===== config.mk =====
export PLATFORM = sky130hd
export DESIGN_NAME = gif_uncompressed_pixel_framer_top
export DESIGN_NICKNAME = d
export VERILOG_FILES = /design/src/hw/rtl/gpf_pkg.sv /design/src/hw/rtl/gpf_front.sv /design/src/hw/rtl/gpf_queue.sv /design/src/hw/rtl/gpf_back.sv /design/src/hw/rtl/gif_uncompressed_pixel_framer_top.sv
export SDC_FILE = /design/constraint.sdc
export NUM_CORES = 1
export LEC_CHECK = 0
export BUFFER_PORTS_ARGS = -buffer_cell sky130_fd_sc_hd__buf_4
export CAP_MARGIN = 20
export CORE_MARGIN = 1.5
export CORE_UTILIZATION = 25
export CTS_CLUSTER_SIZE = 30
export DETAILED_ROUTE_END_ITERATION = 12
export PLACE_DENSITY = 0.52
export RECOVER_POWER = 25
export SLEW_MARGIN = 25
export SYNTH_ARGS = -nofsm -noshare
export SYNTH_HDL_FRONTEND = slang
export SYNTH_SLANG_ARGS = --single-unit
export TNS_END_PERCENT = 1

===== constraint.sdc =====
create_clock -name i_clk -period 8.74 [get_ports i_clk]
set_input_delay 0.874 -clock i_clk [delete_from_list [all_inputs] [get_ports i_clk]]
set_output_delay 0.874 -clock i_clk [all_outputs]
set_load 0.005 [all_outputs]

===== src/hw/rtl/gpf_pkg.sv =====
// Shared types, constants and the colour quantiser for the GIF pixel framer.
package gpf_pkg;

    // Width of the pixel counter within one image.
    localparam int COUNT_BITS = 20;
    // Width of the pixel total register.
    localparam int TOTAL_BITS = 20;

    // Sub-block and code constants of the image data stream.
    localparam logic [6:0] SEG_MAX    = 7'd125;
    localparam logic [7:0] CLEAR_CODE = 8'd128;
    localparam logic [7:0] END_CODE   = 8'd129;
    localparam logic [7:0] ONE_BYTE   = 8'd1;
    localparam logic [7:0] TERM_BYTE  = 8'd0;

    // Reset value of the pixel total.
    localparam logic [TOTAL_BITS-1:0] TOTAL_RESET = TOTAL_BITS'(80000);

    // Register indexes of the configuration port.
    localparam logic REG_PIXEL_TOTAL = 1'b0;

    // Command queue between the front and back parts.
    localparam int QDEPTH  = 4;
    localparam int QPTR_W  = $clog2(QDEPTH);

    // One classified pixel: its palette code and the framing around it.
    typedef struct packed {
        logic [6:0] code;
        logic       hdr;
        logic [7:0] len;
        logic       tail;
    } t_cmd;

    // Byte positions of the output sequencer, one-hot.
    typedef enum logic [5:0] {
        ST_LEN  = 6'b000001,
        ST_CLR  = 6'b000010,
        ST_CODE = 6'b000100,
        ST_ONE  = 6'b001000,
        ST_END  = 6'b010000,
        ST_TERM = 6'b100000
    } t_step;

    // Quantises one channel to 0..4, equal to (c + 31) * 4 / 255.
    function automatic logic [2:0] quant_channel(input logic [7:0] c);
        logic [2:0] q;
        q = 3'd0;
        if (c >= 8'd33)  q = 3'd1;
        if (c >= 8'd97)  q = 3'd2;
        if (c >= 8'd161) q = 3'd3;
        if (c >= 8'd224) q = 3'd4;
        return q;
    endfunction

    // Palette index 25*r + 5*g + b of a 24-bit RGB pixel.
    function automatic logic [6:0] palette_code(input logic [23:0] rgb);
        logic [6:0] r;
        logic [6:0] g;
        logic [6:0] b;
        r = 7'(quant_channel(rgb[23:16]));
        g = 7'(quant_channel(rgb[15:8]));
        b = 7'(quant_channel(rgb[7:0]));
        return 7'(r * 7'd25 + g * 7'd5 + b);
    endfunction

endpackage


===== src/hw/rtl/gpf_front.sv =====
// Front part: accepts pixels, quantises them and decides the framing around each.
module gpf_front (
    input  logic                           i_clk,
    input  logic                           i_rst_n,
    input  logic                           i_pixel_valid,
    output logic                           o_pixel_ready,
    input  logic [23:0]                    i_pixel_color,
    input  logic [gpf_pkg::TOTAL_BITS-1:0] i_pixel_total,
    input  logic                           i_q_full,
    output logic                           o_q_push,
    output gpf_pkg::t_cmd                  o_q_cmd
);

    logic [gpf_pkg::COUNT_BITS-1:0] r_pixels_done, n_pixels_done;
    logic [6:0]                     r_seg_pos, n_seg_pos;
    logic [gpf_pkg::COUNT_BITS-1:0] total;
    logic [gpf_pkg::COUNT_BITS-1:0] remaining;
    logic [gpf_pkg::COUNT_BITS-1:0] done_inc;
    logic [6:0]                     seg_len;
    logic                           accept;
    logic                           hdr;
    logic                           tail;

    assign o_pixel_ready = !i_q_full;
    assign accept        = i_pixel_valid && o_pixel_ready;

    // Length of a new sub-block: the pixels still to come, at most a full block.
    assign total     = gpf_pkg::COUNT_BITS'(i_pixel_total);
    assign remaining = total - r_pixels_done;
    assign seg_len   = (remaining < gpf_pkg::COUNT_BITS'(gpf_pkg::SEG_MAX))
                       ? remaining[6:0] : gpf_pkg::SEG_MAX;
    assign hdr       = (r_seg_pos == 7'd0);

    // The image ends with the pixel that brings the count to the total.
    assign done_inc = r_pixels_done + gpf_pkg::COUNT_BITS'(1);
    assign tail     = (done_inc == total);

    // Command handed to the queue.
    always_comb begin
        o_q_cmd.code = gpf_pkg::palette_code(i_pixel_color);
        o_q_cmd.hdr  = hdr;
        o_q_cmd.len  = {1'b0, seg_len} + 8'd1;
        o_q_cmd.tail = tail;
    end
    assign o_q_push = accept;

    // Counter updates for each accepted pixel.
    always_comb begin
        n_pixels_done = r_pixels_done;
        n_seg_pos     = r_seg_pos;
        if (accept) begin
            if (tail) begin
                n_pixels_done = '0;
                n_seg_pos     = 7'd0;
            end else begin
                n_pixels_done = done_inc;
                n_seg_pos     = (r_seg_pos == gpf_pkg::SEG_MAX - 7'd1) ? 7'd0
                                : r_seg_pos + 7'd1;
            end
        end
    end

    always_ff @(posedge i_clk) begin
        if (!i_rst_n) begin
            r_pixels_done <= '0;
            r_seg_pos     <= 7'd0;
        end else begin
            r_pixels_done <= n_pixels_done;
            r_seg_pos     <= n_seg_pos;
        end
    end

endmodule


===== src/hw/rtl/gpf_queue.sv =====
// Short command queue between the front and back parts.
module gpf_queue (
    input  logic          i_clk,
    input  logic          i_rst_n,
    input  logic          i_push,
    input  gpf_pkg::t_cmd i_cmd,
    output logic          o_full,
    input  logic          i_pop,
    output gpf_pkg::t_cmd o_cmd,
    output logic          o_empty
);

    gpf_pkg::t_cmd              r_mem [gpf_pkg::QDEPTH];
    logic [gpf_pkg::QPTR_W-1:0] r_wr_ptr, n_wr_ptr;
    logic [gpf_pkg::QPTR_W-1:0] r_rd_ptr, n_rd_ptr;
    logic [gpf_pkg::QPTR_W:0]   r_count, n_count;

    assign o_full  = (r_count == (gpf_pkg::QPTR_W+1)'(gpf_pkg::QDEPTH));
    assign o_empty = (r_count == '0);
    assign o_cmd   = r_mem[r_rd_ptr];

    // Pointer and occupancy updates.
    always_comb begin
        n_wr_ptr = r_wr_ptr;
        n_rd_ptr = r_rd_ptr;
        n_count  = r_count;
        if (i_push) begin
            n_wr_ptr = r_wr_ptr + gpf_pkg::QPTR_W'(1);
        end
        if (i_pop) begin
            n_rd_ptr = r_rd_ptr + gpf_pkg::QPTR_W'(1);
        end
        if (i_push && !i_pop) begin
            n_count = r_count + (gpf_pkg::QPTR_W+1)'(1);
        end else if (!i_push && i_pop) begin
            n_count = r_count - (gpf_pkg::QPTR_W+1)'(1);
        end
    end

    always_ff @(posedge i_clk) begin
        if (!i_rst_n) begin
            r_wr_ptr <= '0;
            r_rd_ptr <= '0;
            r_count  <= '0;
        end else begin
            r_wr_ptr <= n_wr_ptr;
            r_rd_ptr <= n_rd_ptr;
            r_count  <= n_count;
        end
    end

    // Entry storage.
    always_ff @(posedge i_clk) begin
        if (i_push) begin
            r_mem[r_wr_ptr] <= i_cmd;
        end
    end

endmodule


===== src/hw/rtl/gpf_back.sv =====
// Back part: turns queued commands into bytes, one byte per cycle unless the output stalls.
module gpf_back (
    input  logic          i_clk,
    input  logic          i_rst_n,
    input  gpf_pkg::t_cmd i_q_cmd,
    input  logic          i_q_empty,
    output logic          o_q_pop,
    output logic          o_byte_valid,
    input  logic          i_byte_ready,
    output logic [7:0]    o_out_byte,
    output logic          o_last_of_run,
    output logic          o_image_end
);

    gpf_pkg::t_cmd  r_cmd;
    gpf_pkg::t_step r_step;
    logic           r_busy;
    logic           r_out_valid;
    logic [7:0]     r_out_byte;
    logic           r_last;
    logic           r_end;

    gpf_pkg::t_cmd  cur;
    gpf_pkg::t_step step;
    gpf_pkg::t_step nxt_step;
    logic           have;
    logic           fire;
    logic           done;
    logic [7:0]     byte_val;

    // The command in work is either held or taken straight from the queue head.
    assign cur  = r_busy ? r_cmd : i_q_cmd;
    assign have = r_busy || !i_q_empty;
    assign step = r_busy ? r_step
                  : (i_q_cmd.hdr ? gpf_pkg::ST_LEN : gpf_pkg::ST_CODE);
    assign fire = have && (!r_out_valid || i_byte_ready);
    assign o_q_pop = fire && !r_busy;

    // Byte for the current position and the position that follows it.
    always_comb begin
        byte_val = gpf_pkg::TERM_BYTE;
        nxt_step = gpf_pkg::ST_CODE;
        done     = 1'b0;
        case (step)
            gpf_pkg::ST_LEN: begin
                byte_val = cur.len;
                nxt_step = gpf_pkg::ST_CLR;
            end
            gpf_pkg::ST_CLR: begin
                byte_val = gpf_pkg::CLEAR_CODE;
                nxt_step = gpf_pkg::ST_CODE;
            end
            gpf_pkg::ST_CODE: begin
                byte_val = {1'b0, cur.code};
                nxt_step = gpf_pkg::ST_ONE;
                done     = !cur.tail;
            end
            gpf_pkg::ST_ONE: begin
                byte_val = gpf_pkg::ONE_BYTE;
                nxt_step = gpf_pkg::ST_END;
            end
            gpf_pkg::ST_END: begin
                byte_val = gpf_pkg::END_CODE;
                nxt_step = gpf_pkg::ST_TERM;
            end
            gpf_pkg::ST_TERM: begin
                byte_val = gpf_pkg::TERM_BYTE;
                done     = 1'b1;
            end
            default: begin
                byte_val = gpf_pkg::TERM_BYTE;
                done     = 1'b1;
            end
        endcase
    end

    // Sequencer control.
    always_ff @(posedge i_clk) begin
        if (!i_rst_n) begin
            r_busy      <= 1'b0;
            r_step      <= gpf_pkg::ST_CODE;
            r_out_valid <= 1'b0;
        end else begin
            if (fire) begin
                r_busy      <= !done;
                r_step      <= nxt_step;
                r_out_valid <= 1'b1;
            end else if (i_byte_ready) begin
                r_out_valid <= 1'b0;
            end
        end
    end

    // Held command and output register.
    always_ff @(posedge i_clk) begin
        if (o_q_pop) begin
            r_cmd <= i_q_cmd;
        end
        if (fire) begin
            r_out_byte <= byte_val;
            r_last     <= done;
            r_end      <= (step == gpf_pkg::ST_TERM);
        end
    end

    assign o_byte_valid  = r_out_valid;
    assign o_out_byte    = r_out_byte;
    assign o_last_of_run = r_last;
    assign o_image_end   = r_end;

endmodule


===== src/hw/rtl/gif_uncompressed_pixel_framer_top.sv =====
// Top level of the GIF pixel framer: configuration register and the two parts.
//
//   Channel   Direction  Handshake                          Payload
//   pixel     in         i_pixel_valid / o_pixel_ready      i_pixel_color
//   byte      out        o_byte_valid / i_byte_ready        o_out_byte, o_last_of_run,
//                                                           o_image_end
//   config    in         psel, penable, pwrite, pready      paddr, pwdata, prdata
//
// The output sequencer sends one byte per cycle while the sink is ready, so a pixel
// takes one byte inside a sub-block, three at the start of a sub-block and three more at
// the end of the image. A pixel is taken whenever the four-entry command queue has room,
// so the front keeps accepting while the back drains. Reset is synchronous and clears the
// counters, the queue and the output valid flag; the pixel total returns to 80000.
module gif_uncompressed_pixel_framer_top (
    input  logic        i_clk,
    input  logic        i_rst_n,
    input  logic        i_pixel_valid,
    output logic        o_pixel_ready,
    input  logic [23:0] i_pixel_color,
    output logic        o_byte_valid,
    input  logic        i_byte_ready,
    output logic [7:0]  o_out_byte,
    output logic        o_last_of_run,
    output logic        o_image_end,
    input  logic        psel,
    input  logic        penable,
    input  logic        pwrite,
    input  logic [2:0]  paddr,
    input  logic [31:0] pwdata,
    output logic [31:0] prdata,
    output logic        pready
);

    logic [gpf_pkg::TOTAL_BITS-1:0] r_pixel_total;
    logic                           cfg_wr;
    logic                           q_push;
    logic                           q_pop;
    logic                           q_full;
    logic                           q_empty;
    gpf_pkg::t_cmd                  q_in;
    gpf_pkg::t_cmd                  q_out;

    // Configuration register.
    assign pready = 1'b1;
    assign cfg_wr = psel && penable && pwrite && pready;

    always_ff @(posedge i_clk) begin
        if (!i_rst_n) begin
            r_pixel_total <= gpf_pkg::TOTAL_RESET;
        end else if (cfg_wr && (paddr[2] == gpf_pkg::REG_PIXEL_TOTAL)) begin
            r_pixel_total <= pwdata[gpf_pkg::TOTAL_BITS-1:0];
        end
    end

    assign prdata = (paddr[2] == gpf_pkg::REG_PIXEL_TOTAL) ? 32'(r_pixel_total) : 32'd0;

    // Front, queue and back.
    gpf_front u_front (
        .i_clk         (i_clk),
        .i_rst_n       (i_rst_n),
        .i_pixel_valid (i_pixel_valid),
        .o_pixel_ready (o_pixel_ready),
        .i_pixel_color (i_pixel_color),
        .i_pixel_total (r_pixel_total),
        .i_q_full      (q_full),
        .o_q_push      (q_push),
        .o_q_cmd       (q_in)
    );

    gpf_queue u_queue (
        .i_clk   (i_clk),
        .i_rst_n (i_rst_n),
        .i_push  (q_push),
        .i_cmd   (q_in),
        .o_full  (q_full),
        .i_pop   (q_pop),
        .o_cmd   (q_out),
        .o_empty (q_empty)
    );

    gpf_back u_back (
        .i_clk         (i_clk),
        .i_rst_n       (i_rst_n),
        .i_q_cmd       (q_out),
        .i_q_empty     (q_empty),
        .o_q_pop       (q_pop),
        .o_byte_valid  (o_byte_valid),
        .i_byte_ready  (i_byte_ready),
        .o_out_byte    (o_out_byte),
        .o_last_of_run (o_last_of_run),
        .o_image_end   (o_image_end)
    );

endmodule

==> run metrics <==
result of the run=finished, violations left; failing checks=capacitance limit, slew limit; Reg area=3840 um^2; final hold violations=0; Tightest Pin Transition=around 2.6 ns; cells along the critical path=inv_1, ha_1, a21o_1, a21oi_1, nand2_1, a311oi_4, o21ai_2, a211o_1, nor4_4, and3_1, nand2_1, ha_1, nand3_1, o21ai_0, a21o_1; delay-heaviest family, CP=compound AO/OA/AOI/OAI gates; CP bufs+invs=1; largest net degree at the start of global routing=53; Tmin final=approximately 4.5 ns; CP Capture Type=flop; Total GRT Usage=0.115; fillers=~3.6k; Pleak=~3.7 nW; drt drc=0; max-cap violations=1; vias in the first global route=6226; slew margin rel.=-0.739; DR WL/cell=roughly 15 um; antenna violations before repair=0; setup slack, reg-to-reg=around 4.3 ns; fmax=224 MHz; worst-case clock skew=around 0.014 ns; syn avg cell area=approximately 10 um^2; TritonCTS clock tree=done; sequential share of the synthesized area=0.436; Post-synth ARST share=0; PortBufs=83; DIE HEIGHT=191 um; Final Core Density=0.300; synthesis-to-finish area growth=17.8%; die area=36400 um^2; multi-input logic area=roughly 4600 um^2; # diodes=0; Power Density=approximately 220 nW/um^2; post-synthesis cell type count=67; fraction of layout cells with a size suffix above 1=0.162; Clock Sinks=149; VDD IR max=approximately 0.14 mV; switching pwr=0.692 mW; H-Tree Depth=4; DRT Pass-1 Iters=5; clock share of power=0.333; Sw Share=0.306; CP peak stage delay=0.69 ns; clock latency on the worst-skew pair=between 0.4 and 0.5 ns; startpoint types=flop; critical path type=reg -> reg; CTS max path bufs=2; crit share post-route=0.512; combinational share of power=0.243; predominant post-synthesis flop cell=edfxtp_1; DR iter-0 viols=~440; RR Endpoint=u_queue.r_mem[2][7]; grt ovf=0; DR vias/cell=~4.7; Layout Nets=1070; antenna-violating nets left=0; Post-synth EDFFs=86; HP Class=reg -> reg; total core area=between 30000 and 40000 um^2; FF-to-FF path depth=15; Syn Std Cell Area=between 8000 and 9000 um^2; Row Count=between 60 and 70; WHS Path Cells=2; arrival time worst endpoint=4.64 ns; hpwl dp=between 10000 and 15000 um; Hold EP=r_pixel_total[0]; Placer Congestion=0.833; r2r startpoint=u_front.r_pixels_done[4]; clock root buffer=clkbuf_16; Internal Power=approximately 1.6 mW; DR vias=6608; Inserted Clock Buffers=17; hold_buf cts=0; Initial Utilization=0.254; post_cts resized=0; WP data required=between 8 and 9 ns; Design Power=between 2 and 2.5 mW; Slew Viols, Final=53; critical path's slowest cell=dfxtp_1; #FFs+latches synth=roughly 150; die width=191 um; Top-Level Pins=approximately 110; Flop pwr share=0.424; Worst-path clk slew=about 0.070 ns; RSZ-0062 raised after global routing=no; first-pass GRT wire length=about 33000 um; total negative setup slack=0 ns; maximum fanout along the worst path=16; Synth Warn #=0; Final Setup Violations=0; synthesized instance count=slightly below 900; Setup Buffers After CTS=0; Post-Route WL=around 21000 um; Min Hold Slack=0.462 ns; HP Start=r_pixel_total[0]
[metal layers]
layer,global-route usage,vias to the layer above,part of all wire
li1,-,3323,-
met4,0.0363,0,0.011
met3,0.0179,12,0.027
met2,0.187,89,0.47
met5,0,-,0
met1,0.156,3184,0.49
[layout make-up]
cell class,count,area share
Sequential cell,149,0.370
Timing Repair Buffer,87,0.0625
Clock inverter,15,0.0163
Inverter,40,0.0145
Clock buffer,17,0.0410
Multi-Input combinational cell,657,0.441
Tap cell,455,0.0548
[cells in the final DEF (no fill, tap or decap), types with 5 or more instances in the layout]
| master | synthesis | final |
|---|---|---|
| nand2b_1 | 11 | 11 |
| or3_1 | 10 | 10 |
| nand2_1 | 98 | 98 |
| dfxtp_1 | 63 | 63 |
| a211oi_1 | 7 | 7 |
| clkbuf_4 | 0 | 11 |
| inv_1 | 39 | 39 |
| and3_1 | 13 | 13 |
| or4_1 | 5 | 5 |
| mux2i_1 | 10 | 10 |
| xnor2_1 | 37 | 37 |
| xor2_1 | 19 | 19 |
| nand4_1 | 10 | 10 |
| o21ai_0 | 47 | 47 |
| mux4_2 | 17 | 17 |
| conb_1 | 2 | 17 |
| nor3_1 | 15 | 15 |
| inv_6 | 0 | 5 |
| ha_1 | 48 | 48 |
| nor2_1 | 47 | 47 |
| nand3_1 | 26 | 26 |
| and2_1 | 8 | 8 |
| a31oi_1 | 8 | 8 |
| nor2b_1 | 26 | 26 |
| o21a_1 | 7 | 7 |
| a31o_2 | 5 | 5 |
| a21o_1 | 8 | 8 |
| edfxtp_1 | 86 | 86 |
| nand3b_1 | 10 | 10 |
| buf_4 | 17 | 75 |
| a21oi_1 | 74 | 74 |
| clkbuf_16 | 0 | 17 |
| nor4_1 | 7 | 7 |
[cell usage after synthesis (6+ instances only)]
cell type	count	share of area
o21a_1	7	0.0060
or3_1	10	0.0071
ha_1	48	0.068
nor2_1	47	0.020
mux2i_1	10	0.011
buf_2	6	0.0034
and3_1	13	0.0092
a211oi_1	7	0.0060
xor2_1	19	0.019
inv_1	39	0.017
and2_1	8	0.0057
nand2b_1	11	0.0078
a31oi_1	8	0.0057
nand2_1	98	0.042
nand3_1	26	0.015
a21o_1	8	0.0068
clkbuf_1	27	0.012
mux4_2	17	0.043
nor2b_1	26	0.018
buf_4	17	0.014
edfxtp_1	86	0.29
a21oi_1	74	0.042
nor3_1	15	0.0085
xnor2_1	37	0.037
dfxtp_1	63	0.14
nor4_1	7	0.0050
nand3b_1	10	0.0085
nand4_1	10	0.0071
o21ai_0	47	0.027
[worst min-delay path, stage by stage (launching register included)]
cell and delay, ns:
dfxtp_1 0.31, nand2_1 0.05, a21oi_1 0.05
[kinds of logic after synthesis]
family	synth area share
compound gates	0.135
xor+xnor	0.0557
fa+ha+maj	0.0773
buf+inv	0.0507
flops	0.436
mux	0.0586
other cells	0.000852
simple gates	0.186
[power by group through the flow]
stage | registers (mW) | logic, mW | clock network [mW]
finish | 0.959 | 0.550 | 0.752
global route | 0.973 | 0.622 | 0.799
CTS | 0.961 | 0.564 | 0.766
detailed placement | 0.977 | 0.561 | 0
global placement | 0.973 | 0.555 | 0
floorplan | 0.946 | 0.411 | 0
[how the worst max path moves through the flow]
stage	startpoint	to	cells past startpoint
global placement	i_pixel_color[8]	u_queue.r_mem[0][16]	14
floorplan	i_pixel_color[8]	u_queue.r_mem[0][16]	13
finish	u_front.r_pixels_done[4]	u_queue.r_mem[2][7]	15
global route	u_front.r_pixels_done[4]	u_queue.r_mem[0][5]	15
detailed placement	i_pixel_color[8]	u_queue.r_mem[2][16]	14
CTS	u_front.r_pixels_done[4]	u_queue.r_mem[0][7]	15
[sequential cells by signal (all words and copies together), names as in the netlist, named ones only]
| signal | cells |
|---|---|
| u_queue.r_mem | 68 |
| r_pixel_total | 20 |
| u_front.r_pixels_done | 20 |
| u_back.o_out_byte | 8 |
| u_back.r_cmd | 8 |
| u_front.r_seg_pos | 7 |
| u_back.r_step | 5 |
| u_queue.r_count | 3 |
| u_queue.r_rd_ptr | 2 |
| u_queue.r_wr_ptr | 2 |
| u_back.o_byte_valid | 1 |
| u_back.o_image_end | 1 |
| u_back.o_last_of_run | 1 |
| u_back.r_busy | 1 |
[stage by stage]
| stage | instances | cell area [um^2] | worst slack [ns] |
|---|---|---|---|
| finish | 1420 | 10400 | 4.27 |
| global route | 1420 | 10400 | 3.91 |
| CTS | 1420 | 10400 | 4.31 |
| detailed placement | 1388 | 9790 | 3.98 |
| global placement | 1388 | 9790 | 3.99 |
| floorplan | 900 | 8870 | 4.34 |
Power figures use the tool's default switching activity.
